$ cat src/sst_pkg.sv
`timescale 1ns / 1ps
package sst_pkg;

	localparam int DATA_W  = 32;
	localparam int COUNT_W = 5;

	// Command codes
	typedef enum logic [1:0] {
		OP_INSERT = 2'd0,
		OP_DELETE = 2'd1,
		OP_FIND   = 2'd2,
		OP_CLEAR  = 2'd3
	} op_t;

	// Controller states
	typedef enum logic [2:0] {
		ST_IDLE,
		ST_SRCH,
		ST_CMP,
		ST_INS_SH,
		ST_INS_PUT,
		ST_DEL_SH,
		ST_RESP
	} state_t;

endpackage

$ cat src/sst_mem.sv
`timescale 1ns / 1ps
module sst_mem
	import sst_pkg::*;
#(
	parameter int DEPTH = 16,
	parameter int AW    = 4
) (
	input  logic              clk,
	input  logic              we,
	input  logic [AW-1:0]     waddr,
	input  logic [DATA_W-1:0] wdata,
	input  logic              re,
	input  logic [AW-1:0]     raddr,
	output logic [DATA_W-1:0] rdata
);

	logic [DATA_W-1:0] mem [DEPTH];

	// Write port
	always_ff @(posedge clk) begin
		if (we) begin
			mem[waddr] <= wdata;
		end
	end

	// Registered read port
	always_ff @(posedge clk) begin
		if (re) begin
			rdata <= mem[raddr];
		end
	end

endmodule

$ cat src/sorted_set_table.sv
`timescale 1ns / 1ps
// Channel  | Signals                          | Direction
// ---------+----------------------------------+----------
// in       | in_valid, in_ready, opcode, value | into block
// out      | out_valid, out_ready, ok,         | out of block
//          | full_res, count                  |
//
// One command at a time. Find runs a binary search of S steps, S at most
// ceil(log2(used+1)), one RAM read and compare per step.
// A new insert shifts entries p..used-1 up when p < used, none at p = used;
// delete shifts p+1..used-1 down, p = sorted position: shifting moves one
// entry a cycle through the RAM. Clear empties the table without a search.
// arst_n clears used_q and control; table and result data stay undefined.
// A result waiting on out_ready holds the next command in the reply state.
module sorted_set_table
	import sst_pkg::*;
#(
	parameter int CAPACITY = 16
) (
	input  logic                     clk,
	input  logic                     arst_n,
	input  logic                     in_valid,
	output logic                     in_ready,
	input  logic [1:0]               opcode,
	input  logic signed [DATA_W-1:0] value,
	output logic                     out_valid,
	input  logic                     out_ready,
	output logic                     ok,
	output logic                     full_res,
	output logic [COUNT_W-1:0]       count
);

	localparam int AW = $clog2(CAPACITY);
	localparam int UW = $clog2(CAPACITY + 1);

	state_t state_q, state_d;
	op_t op_q, op_d;
	logic signed [DATA_W-1:0] val_q, val_d;
	logic [UW-1:0] lo_q, lo_d, hi_q, hi_d, used_q, used_d;
	logic fnd_q, fnd_d;
	logic [AW-1:0] idx_q, idx_d;
	logic rok_q, rok_d, rfull_q, rfull_d;
	logic out_valid_q, ok_q, full_q;
	logic [COUNT_W-1:0] count_q;
	logic res_load;

	logic              mem_we, mem_re;
	logic [AW-1:0]     mem_waddr, mem_raddr;
	logic [DATA_W-1:0] mem_wdata, mem_rdata;

	logic [UW:0]      lohi_sum;
	logic [UW-1:0]    mid;
	logic [AW-1:0]    pos;
	logic [UW-1:0]    used_m1;
	logic [UW+4:0]    used_ext;

	sst_mem #(
		.DEPTH (CAPACITY),
		.AW    (AW)
	) u_mem (
		.clk   (clk),
		.we    (mem_we),
		.waddr (mem_waddr),
		.wdata (mem_wdata),
		.re    (mem_re),
		.raddr (mem_raddr),
		.rdata (mem_rdata)
	);

	// Search midpoint and sorted position
	assign lohi_sum = {1'b0, lo_q} + {1'b0, hi_q};
	assign mid      = UW'(lohi_sum >> 1);
	assign pos      = AW'(lo_q);
	assign used_m1  = used_q - UW'(1);
	assign used_ext = (UW+5)'(used_q);

	assign in_ready  = (state_q == ST_IDLE);
	assign out_valid = out_valid_q;
	assign ok        = ok_q;
	assign full_res  = full_q;
	assign count     = count_q;

	// Next state, RAM control
	always_comb begin
		state_d   = state_q;
		op_d      = op_q;
		val_d     = val_q;
		lo_d      = lo_q;
		hi_d      = hi_q;
		fnd_d     = fnd_q;
		idx_d     = idx_q;
		used_d    = used_q;
		rok_d     = rok_q;
		rfull_d   = rfull_q;
		res_load  = 1'b0;
		mem_we    = 1'b0;
		mem_waddr = '0;
		mem_wdata = val_q;
		mem_re    = 1'b0;
		mem_raddr = '0;
		case (state_q)
			ST_IDLE: begin
				if (in_valid) begin
					op_d    = op_t'(opcode);
					val_d   = value;
					lo_d    = '0;
					hi_d    = used_q;
					fnd_d   = 1'b0;
					rok_d   = 1'b0;
					rfull_d = 1'b0;
					state_d = ST_SRCH;
					if (op_t'(opcode) == OP_CLEAR) begin
						used_d  = '0;
						rok_d   = 1'b1;
						state_d = ST_RESP;
					end
				end
			end
			ST_SRCH: begin
				if (lo_q < hi_q) begin
					mem_re    = 1'b1;
					mem_raddr = AW'(mid);
					state_d   = ST_CMP;
				end else begin
					state_d = ST_RESP;
					case (op_q)
						OP_FIND: begin
							rok_d = fnd_q;
						end
						OP_INSERT: begin
							if (fnd_q) begin
								rok_d = 1'b0;
							end else if (used_q == UW'(CAPACITY)) begin
								rfull_d = 1'b1;
							end else if (lo_q == used_q) begin
								mem_we    = 1'b1;
								mem_waddr = pos;
								mem_wdata = val_q;
								used_d    = used_q + UW'(1);
								rok_d     = 1'b1;
							end else begin
								mem_re    = 1'b1;
								mem_raddr = AW'(used_m1);
								idx_d     = AW'(used_m1);
								state_d   = ST_INS_SH;
							end
						end
						OP_DELETE: begin
							if (fnd_q) begin
								if (lo_q == used_m1) begin
									used_d = used_m1;
									rok_d  = 1'b1;
								end else begin
									mem_re    = 1'b1;
									mem_raddr = pos + AW'(1);
									idx_d     = pos + AW'(1);
									state_d   = ST_DEL_SH;
								end
							end
						end
						default: begin
							rok_d = 1'b1;
						end
					endcase
				end
			end
			ST_CMP: begin
				// Lower-bound step; remember equality on every upper move
				if ($signed(mem_rdata) < val_q) begin
					lo_d = mid + UW'(1);
				end else begin
					hi_d  = mid;
					fnd_d = ($signed(mem_rdata) == val_q);
				end
				state_d = ST_SRCH;
			end
			ST_INS_SH: begin
				// Move entry idx up by one; read the next lower entry
				mem_we    = 1'b1;
				mem_waddr = idx_q + AW'(1);
				mem_wdata = mem_rdata;
				if (idx_q == pos) begin
					state_d = ST_INS_PUT;
				end else begin
					mem_re    = 1'b1;
					mem_raddr = idx_q - AW'(1);
					idx_d     = idx_q - AW'(1);
				end
			end
			ST_INS_PUT: begin
				mem_we    = 1'b1;
				mem_waddr = pos;
				mem_wdata = val_q;
				used_d    = used_q + UW'(1);
				rok_d     = 1'b1;
				state_d   = ST_RESP;
			end
			ST_DEL_SH: begin
				// Move entry idx down by one; read the next higher entry
				mem_we    = 1'b1;
				mem_waddr = idx_q - AW'(1);
				mem_wdata = mem_rdata;
				if (UW'(idx_q) == used_m1) begin
					used_d  = used_m1;
					rok_d   = 1'b1;
					state_d = ST_RESP;
				end else begin
					mem_re    = 1'b1;
					mem_raddr = idx_q + AW'(1);
					idx_d     = idx_q + AW'(1);
				end
			end
			ST_RESP: begin
				if (!out_valid_q || out_ready) begin
					res_load = 1'b1;
					state_d  = ST_IDLE;
				end
			end
			default: begin
				state_d = ST_IDLE;
			end
		endcase
	end

	// Control registers
	always_ff @(posedge clk or negedge arst_n) begin
		if (!arst_n) begin
			state_q     <= ST_IDLE;
			used_q      <= '0;
			out_valid_q <= 1'b0;
		end else begin
			state_q <= state_d;
			used_q  <= used_d;
			if (res_load) begin
				out_valid_q <= 1'b1;
			end else if (out_ready) begin
				out_valid_q <= 1'b0;
			end
		end
	end

	// Command and result payload
	always_ff @(posedge clk) begin
		op_q    <= op_d;
		val_q   <= val_d;
		lo_q    <= lo_d;
		hi_q    <= hi_d;
		fnd_q   <= fnd_d;
		idx_q   <= idx_d;
		rok_q   <= rok_d;
		rfull_q <= rfull_d;
		if (res_load) begin
			ok_q    <= rok_q;
			full_q  <= rfull_q;
			count_q <= used_ext[COUNT_W-1:0];
		end
	end

	// Checks
	a_used_bound: assert property (@(posedge clk) disable iff (!arst_n)
		used_q <= UW'(CAPACITY))
		else $error("stored count exceeds capacity");

	a_ok_full_excl: assert property (@(posedge clk) disable iff (!arst_n)
		out_valid_q |-> !(ok_q && full_q))
		else $error("ok and full_res both set");

	a_full_count: assert property (@(posedge clk) disable iff (!arst_n)
		(out_valid_q && full_q) |-> (count_q == COUNT_W'(CAPACITY)))
		else $error("insert refused with table not full");

	a_search_order: assert property (@(posedge clk) disable iff (!arst_n)
		(state_q == ST_CMP) |-> (lo_q < hi_q && hi_q <= used_q))
		else $error("search bounds out of order");

	a_accept_busy: assert property (@(posedge clk) disable iff (!arst_n)
		(in_valid && in_ready) |=> (state_q != ST_IDLE))
		else $error("transfer accepted without starting work");

endmodule
$ cat config.mk
export PLATFORM = sky130hd
export DESIGN_NAME = sorted_set_table
export DESIGN_NICKNAME = d
export VERILOG_FILES = /design/src/sst_pkg.sv /design/src/sst_mem.sv /design/src/sorted_set_table.sv
export SDC_FILE = /design/constraint.sdc
export NUM_CORES = 1
export LEC_CHECK = 0
export ABC_AREA = 1
export BUFFER_PORTS_ARGS = -buffer_cell sky130_fd_sc_hd__buf_2
export CORE_MARGIN = 2
export CORE_UTILIZATION = 40
export DETAILED_ROUTE_END_ITERATION = 8
export PLACE_DENSITY = 0.55
export SLEW_MARGIN = 20
export SYNTH_ARGS = -nofsm -noshare
export SYNTH_HDL_FRONTEND = slang
export SYNTH_SLANG_ARGS = --single-unit
$ cat constraint.sdc
create_clock -name clk -period 4.3 [get_ports clk]
set_input_delay 0 -clock clk [delete_from_list [all_inputs] [get_ports clk]]
set_output_delay 0 -clock clk [all_outputs]
set_load 0.005 [all_outputs]
Word level (Yosys, flattened, before mapping). Memories as Yosys holds them, arrays and structs flattened. A register that Yosys moved wholly into a read port is not among the register bits. Index checks and enable logic that the tools add are counted.

Flip-flop bits (word level): 67. Memory bits (writable): 512. Input port bits: 38. Output and inout port bits: 9. Word-level logic and storage cells: 179. Memories kept: 1.

Memory list: u_mem.mem (depth 16, width 32, rd ports 1, clocked after memory_dff 1, write ports 1, line sst_mem.sv:17) `logic [DATA_W-1:0] mem [DEPTH];`.

Add/subtract/negate cells: 7. $lt $le $gt $ge: 2. Eq/ne operators: 38. Mux-type cells: 98. Reductions and logical operators: 19.

Operator list (count): $mux 4 (21); $mux 5 (13); $mux 1 (34); $eq 32x32->1 (1); $lt 32x32->1 (1); $mux 32 (1); $pmux 5 s2 (3); $mux 3 (9); $pmux 4 s3 (2); $ne 2x2->1 const B (11); $ne 3x3->1 const B (7); $pmux 3 s7 (1); $pmux 5 s4 (1); $pmux 4 s2 (2); $pmux 4 s4 (1); $reduce_and 11->1 (1); $add 5x1->5 const B (2); $eq 5x5->1 (2); $reduce_and 10->1 (1); $eq 3x3->1 const B (3); $add 4x1->4 const B (2); $ne 4x4->1 const B (2); $pmux 1 s2 (4); $reduce_and 8->1 (1); 30 further kinds (38).

Logic depth before layout (Yosys ltp).
Depth in word-level cells: 9. Depth in mapped cells: 22. Gate-level depth less buffers: 20.

Modules after synthesis. Synthesis repeated with hierarchy kept, for this count alone.

Cell total of the unflattened synthesis: 2776. Area, all modules: 28247.1 µm².

By module, submodules not included: sst_mem (instances 1, cells an instance 2122, area each 23050.9 µm², sequential area each 16335.7 µm²); sorted_set_table (instances 1, cells an instance 654, area each 5196.2 µm², sequential area each 1966.9 µm²).

Worst setup path after synthesis. Ideal clock, no wire load.

Kind: register -> register. From: reg lo_q[1]. To: mem u_mem.mem[0][0], enable pin. Library setup time: 0.421 ns. Arrival time: 3.299 ns. Required time: 3.879 ns. Slack: 0.580 ns. Cell stages (with the launch flop): 15. Path buffers: 0. Clock period less this slack: 3.720 ns. Cell sequence: edfxtp_1 ha_1 nand2_1 inv_1 o21ai_0 nand3_2 inv_1 nor2_4 nand3_1 nand2_1 a21oi_1 inv_1 nor2_1 o21ai_0 nor2_1.

Word-level cells in the longest chain between the ends: 9. Elaborated cells between the ends (all ways): 16. Classes of those cells: order compare (1); eq/ne (1); mux (14).

Ends and longest elaborated chain: start, declared (line sorted_set_table.sv:39) `logic [UW-1:0] lo_q, lo_d, hi_q, hi_d, used_q, used_d;`; start signal, assigned (line sorted_set_table.sv:246) `lo_q <= lo_d;`; $eq 5x5->1 (line sorted_set_table.sv:135) `end else if (lo_q == used_q) begin`; $mux 1 (line sorted_set_table.sv:135); $mux 1 (line sorted_set_table.sv:133) `end else if (used_q == UW'(CAPACITY)) begin`; $mux 1 (line sorted_set_table.sv:131) `if (fnd_q) begin`; $mux 1 (line sorted_set_table.sv:126) `case (op_q)`; $mux 1 (line sorted_set_table.sv:120) `if (lo_q < hi_q) begin`; $pmux 1 s2 (line sorted_set_table.sv:101) `case (state_q)`; $mux 1 (line sst_mem.sv:21) `if (we) begin`; $mux 1 (not written as such) (line sst_mem.sv:22) `mem[waddr] <= wdata;`; end, declared (line sst_mem.sv:17).

Several ways; a longest one is shown, not always the timed one.

Final worst setup path.
From: reg lo_q[3]. To: mem u_mem.mem[9][31], enable pin.

The elaborated chain is that of the path after synthesis.

==> impl_metrics.yaml <==
outcome:
  outcome: "completed"
cells_and_area:
  layout.filler_cells: 6556
  most_common_library_cell_in_the_layout_ignoring_fill_and_taps: "sky130_fd_sc_hd__nand3_1"
  insertedDiodeCount: 0
  layout.cells.most_common_list: "sky130_fd_sc_hd__nand3_1, sky130_fd_sc_hd__edfxtp_1, sky130_fd_sc_hd__nand2_1, sky130_fd_sc_hd__inv_1, sky130_fd_sc_hd__nand3b_1"
  area_growth_syn_to_layout_pct: 14.2
  layout.cells.non_filler: 3818
  nets: 2912
  post_route_cells_drive_above_1_share_pct: 10.4
clock_tree:
  tritoncts.num_buffers: 67
  numClockSinks: 611
  ctsResizeCount: 0
  max-clock-path-buffers: 3
  clk-insertion-delay-late_ns: 0.62
  cts_hold_buffers: 38
  root_buffer: "sky130_fd_sc_hd__clkbuf_16"
  cts_post_setup_buffers_inserted: 0
  path_clk_slew_ns: 0.06
  cts_tree: "done"
  cts_htree_levels: 3
routing:
  drc_violations_left: 0
  route.antenna.remaining_nets: 0
  drt_first_pass_iters: 7
  vias_per_cell: 5.20
  vias: 19858
  average_detailed_routed_wire_length_per_instance_um: 20.3
  finalWirelength_um: 77400
  detail_route.iter0.violations: 2000
global_routing:
  met1_usage_pct: 29.6
  grt_start_max_net_pins: 153
  groute.layer.met2.usage_pct: 34.1
  grt_busiest_layer: "met2"
  via_count_of_the_first_global_routing_pass: 19413
  grt_remaining_overflow: 0
  grt_antenna_before_repair: 0
  grt_util_all_layers_pct: 21.1
  global_route_wire_length_before_repair_um: 119000
  grtUsageMet3_pct: 3.14
logic_synthesis:
  syn_inst: 2730
  synthFlopType: "sky130_fd_sc_hd__edfxtp_1"
  seq_area_frac_synth_pct: 63.9
  yosysUniqueCellTypes: 45
  syn_nets: 2816
  synth_compound_gate_area_share_pct: 2.34
  synth.area.mux_share_pct: 0
  yosys_warnings: 0
  synthXorXnorAreaFrac_pct: 0.397
  synthAdderAreaFrac_pct: 2.12
  avgSynthCellArea_um2: 10.5
  post_synthesis_simple_gate_area_fraction_pct: 22.1
  synth-seq-cells: 611
  combinational_family_with_the_most_area_after_synthesis: "simple AND/OR/NAND/NOR gates"
  async_reset_ff_share_pct: 1.47
  syn_area_um2: 28700
  synth_edf_count: 602
timing:
  final.setup_skew_ns: 0.0219
  grt_setup_unrepaired: "no"
  finalSetupViolations: 0
  timing.final.crit_share_pct: 83.0
  relSlewSlack_pct: 28.3
  maxClockFrequency_mhz: 280
  report.final.hold_viol_count: 0
  setup_total_negative_slack_ns: 0
  final_max_slew_viol_count: 0
  finalWorstSetupSlack_ns: 0.731
  finalWorstPathRequiredPeriod_ns: 3.57
  max_slew.worst_pin.slew_ns: 1.07
place:
  port_buffers: 46
  numPlacedInstances: 3669
  post-place-ws_ns: 0.735
  gpl.final_weighted_congestion: 0.862
  dp_hpwl_um: 42800
floorplanning:
  floorplan.core_area_um2: 71200
  die-area_um2: 73800
  fp.dieH_um: 272
  start_util_pct: 40.2
  std_cell_rows: 98
  die_w_um: 272
  num_io_pins: 47
job:
  max_cap_violations: 0
power_and_ir_drop:
  power_density_nw_per_um2: 854
  power.leakage_nw: 13.3
  vdd.ir_drop.worst_uv: 931
critical_path:
  worst-r2r-cell-count: 14
  worst_ep_arrival_time_ns: 3.81
  worst-endpoint-required_ns: 4.54
  path_max_fanout: 32
  critical_path_startpoint_category: "flip-flop"
  timing.critical_path.to_type: "flip-flop"
  worstSetupPathType: "flip-flop to flip-flop"
hold_path:
  min-delay-path-class: "input pin to flip-flop"
  worst_hold_depth: 2
## flip-flops by register name, summed over array words and instances (netlist names)
register and cells:
count 5, u_mem.mem 512, state_q 3, out_valid 1
hi_q 5, rok_q 1, full_res 1, val_q 32
used_q 5, rfull_q 1, ok 1, u_mem.rdata 32
op_q 2, fnd_q 1, idx_q 4, lo_q 5
## logic make-up after synthesis
group | after synthesis
xor+xnor | 13
fa+ha+maj | 48
flops | 611
simple gates | 1325
compound gates | 121
buf+inv | 612
## Yosys cell counts (3+ instances only)
library cell                 n  area share (%)
sky130_fd_sc_hd__dfrtp_1     9            0.79
sky130_fd_sc_hd__buf_4      11            0.29
sky130_fd_sc_hd__nand2_1   499             6.5
sky130_fd_sc_hd__xor2_1      9            0.28
sky130_fd_sc_hd__nor3_1     11            0.19
sky130_fd_sc_hd__nand3_2     5            0.17
sky130_fd_sc_hd__a21oi_1    27            0.47
sky130_fd_sc_hd__nor2_4      3            0.12
sky130_fd_sc_hd__nor2_2      4           0.087
sky130_fd_sc_hd__nand3_1   604              11
sky130_fd_sc_hd__nor2_1     70            0.92
sky130_fd_sc_hd__buf_6      19            0.75
sky130_fd_sc_hd__nand4_1     9            0.20
sky130_fd_sc_hd__buf_8       3            0.16
sky130_fd_sc_hd__a211oi_1    4            0.10
sky130_fd_sc_hd__inv_1     450             5.9
sky130_fd_sc_hd__nand2_2    11            0.24
sky130_fd_sc_hd__nand3b_1   96             2.5
sky130_fd_sc_hd__o22ai_1     7            0.15
sky130_fd_sc_hd__nand2_4     5            0.20
sky130_fd_sc_hd__edfxtp_1  602              63
sky130_fd_sc_hd__nor4_1      3           0.065
sky130_fd_sc_hd__o21ai_0    68             1.2
sky130_fd_sc_hd__nor2_8      3            0.21
sky130_fd_sc_hd__inv_2      16            0.21
sky130_fd_sc_hd__buf_2      99             1.7
sky130_fd_sc_hd__ha_1       47             2.1
sky130_fd_sc_hd__clkbuf_1   11            0.14
sky130_fd_sc_hd__xnor2_1     4            0.12
## stage by stage
| stage | utilization (%) | total power, mW | hold WS [ns] | instance area, µm² |
|---|---|---|---|---|
| after global placement | 42.4 | 22.2 | -0.125 | 30200 |
| after detailed placement | 42.4 | 22.3 | -0.125 | 30200 |
| after floorplan | - | 18.2 | -0.296 | 28700 |
| after CTS | 45.9 | 28.1 | 0.0602 | 32700 |
| final | 45.9 | 27.9 | 0.0947 | 32700 |
| after global routing | 45.9 | 29.9 | 0.0812 | 32700 |
## path summary, 6_finish.rpt
path	startpoint	to	slack [ns]
worst max-delay path	lo_q[3]	u_mem.mem[9][31]	0.73
worst min-delay path	value[27]	val_q[27]	0.09
worst max register to register	lo_q[3]	u_mem.mem[9][31]	0.73
worst min register to register	rfull_q	full_res	0.43
max in group asynchronous	arst_n	used_q[1]	3.53
min in group asynchronous	arst_n	used_q[3]	0.43
## worst max-delay path: stages, from the launching register on
cell,delay (ns)
sky130_fd_sc_hd__edfxtp_1,0.55
sky130_fd_sc_hd__ha_1,0.40
sky130_fd_sc_hd__nand2_1,0.07
sky130_fd_sc_hd__inv_1,0.07
sky130_fd_sc_hd__o21ai_0,0.09
sky130_fd_sc_hd__nand3_2,0.15
sky130_fd_sc_hd__inv_1,0.09
sky130_fd_sc_hd__nor2_4,0.23
sky130_fd_sc_hd__nand3_1,0.12
sky130_fd_sc_hd__nand2_1,0.18
sky130_fd_sc_hd__inv_1,0.06
sky130_fd_sc_hd__o22ai_1,0.20
sky130_fd_sc_hd__nand2_1,0.30
sky130_fd_sc_hd__nor2_4,0.17
sky130_fd_sc_hd__buf_4,0.52
## per-layer routing
metal,up-vias,part of all wire [%]
li1,9404,-
met1,9700,45
met3,137,5.7
met2,617,47
met4,0,2.6
met5,-,0
## area by class of cell
cell class | count | area [µm²] | area share, %
Inverter | 469 | 1770 | 5.40
Sequential cell | 611 | 18300 | 55.9
Tap cell | 950 | 1190 | 3.63
Clock buffer | 77 | 1760 | 5.37
Clock inverter | 34 | 367 | 1.12
Timing Repair Buffer | 170 | 1460 | 4.45
Multi-Input combinational cell | 1507 | 7880 | 24.1
## report_power, final
group	switching (mW)	leakage, nW	internal [mW]
Sequential	0.489	5.60	9.07
Clock	2.34	1.05	3.34
Combinational	8.90	6.70	3.78
Power figures use the tool's default switching activity.
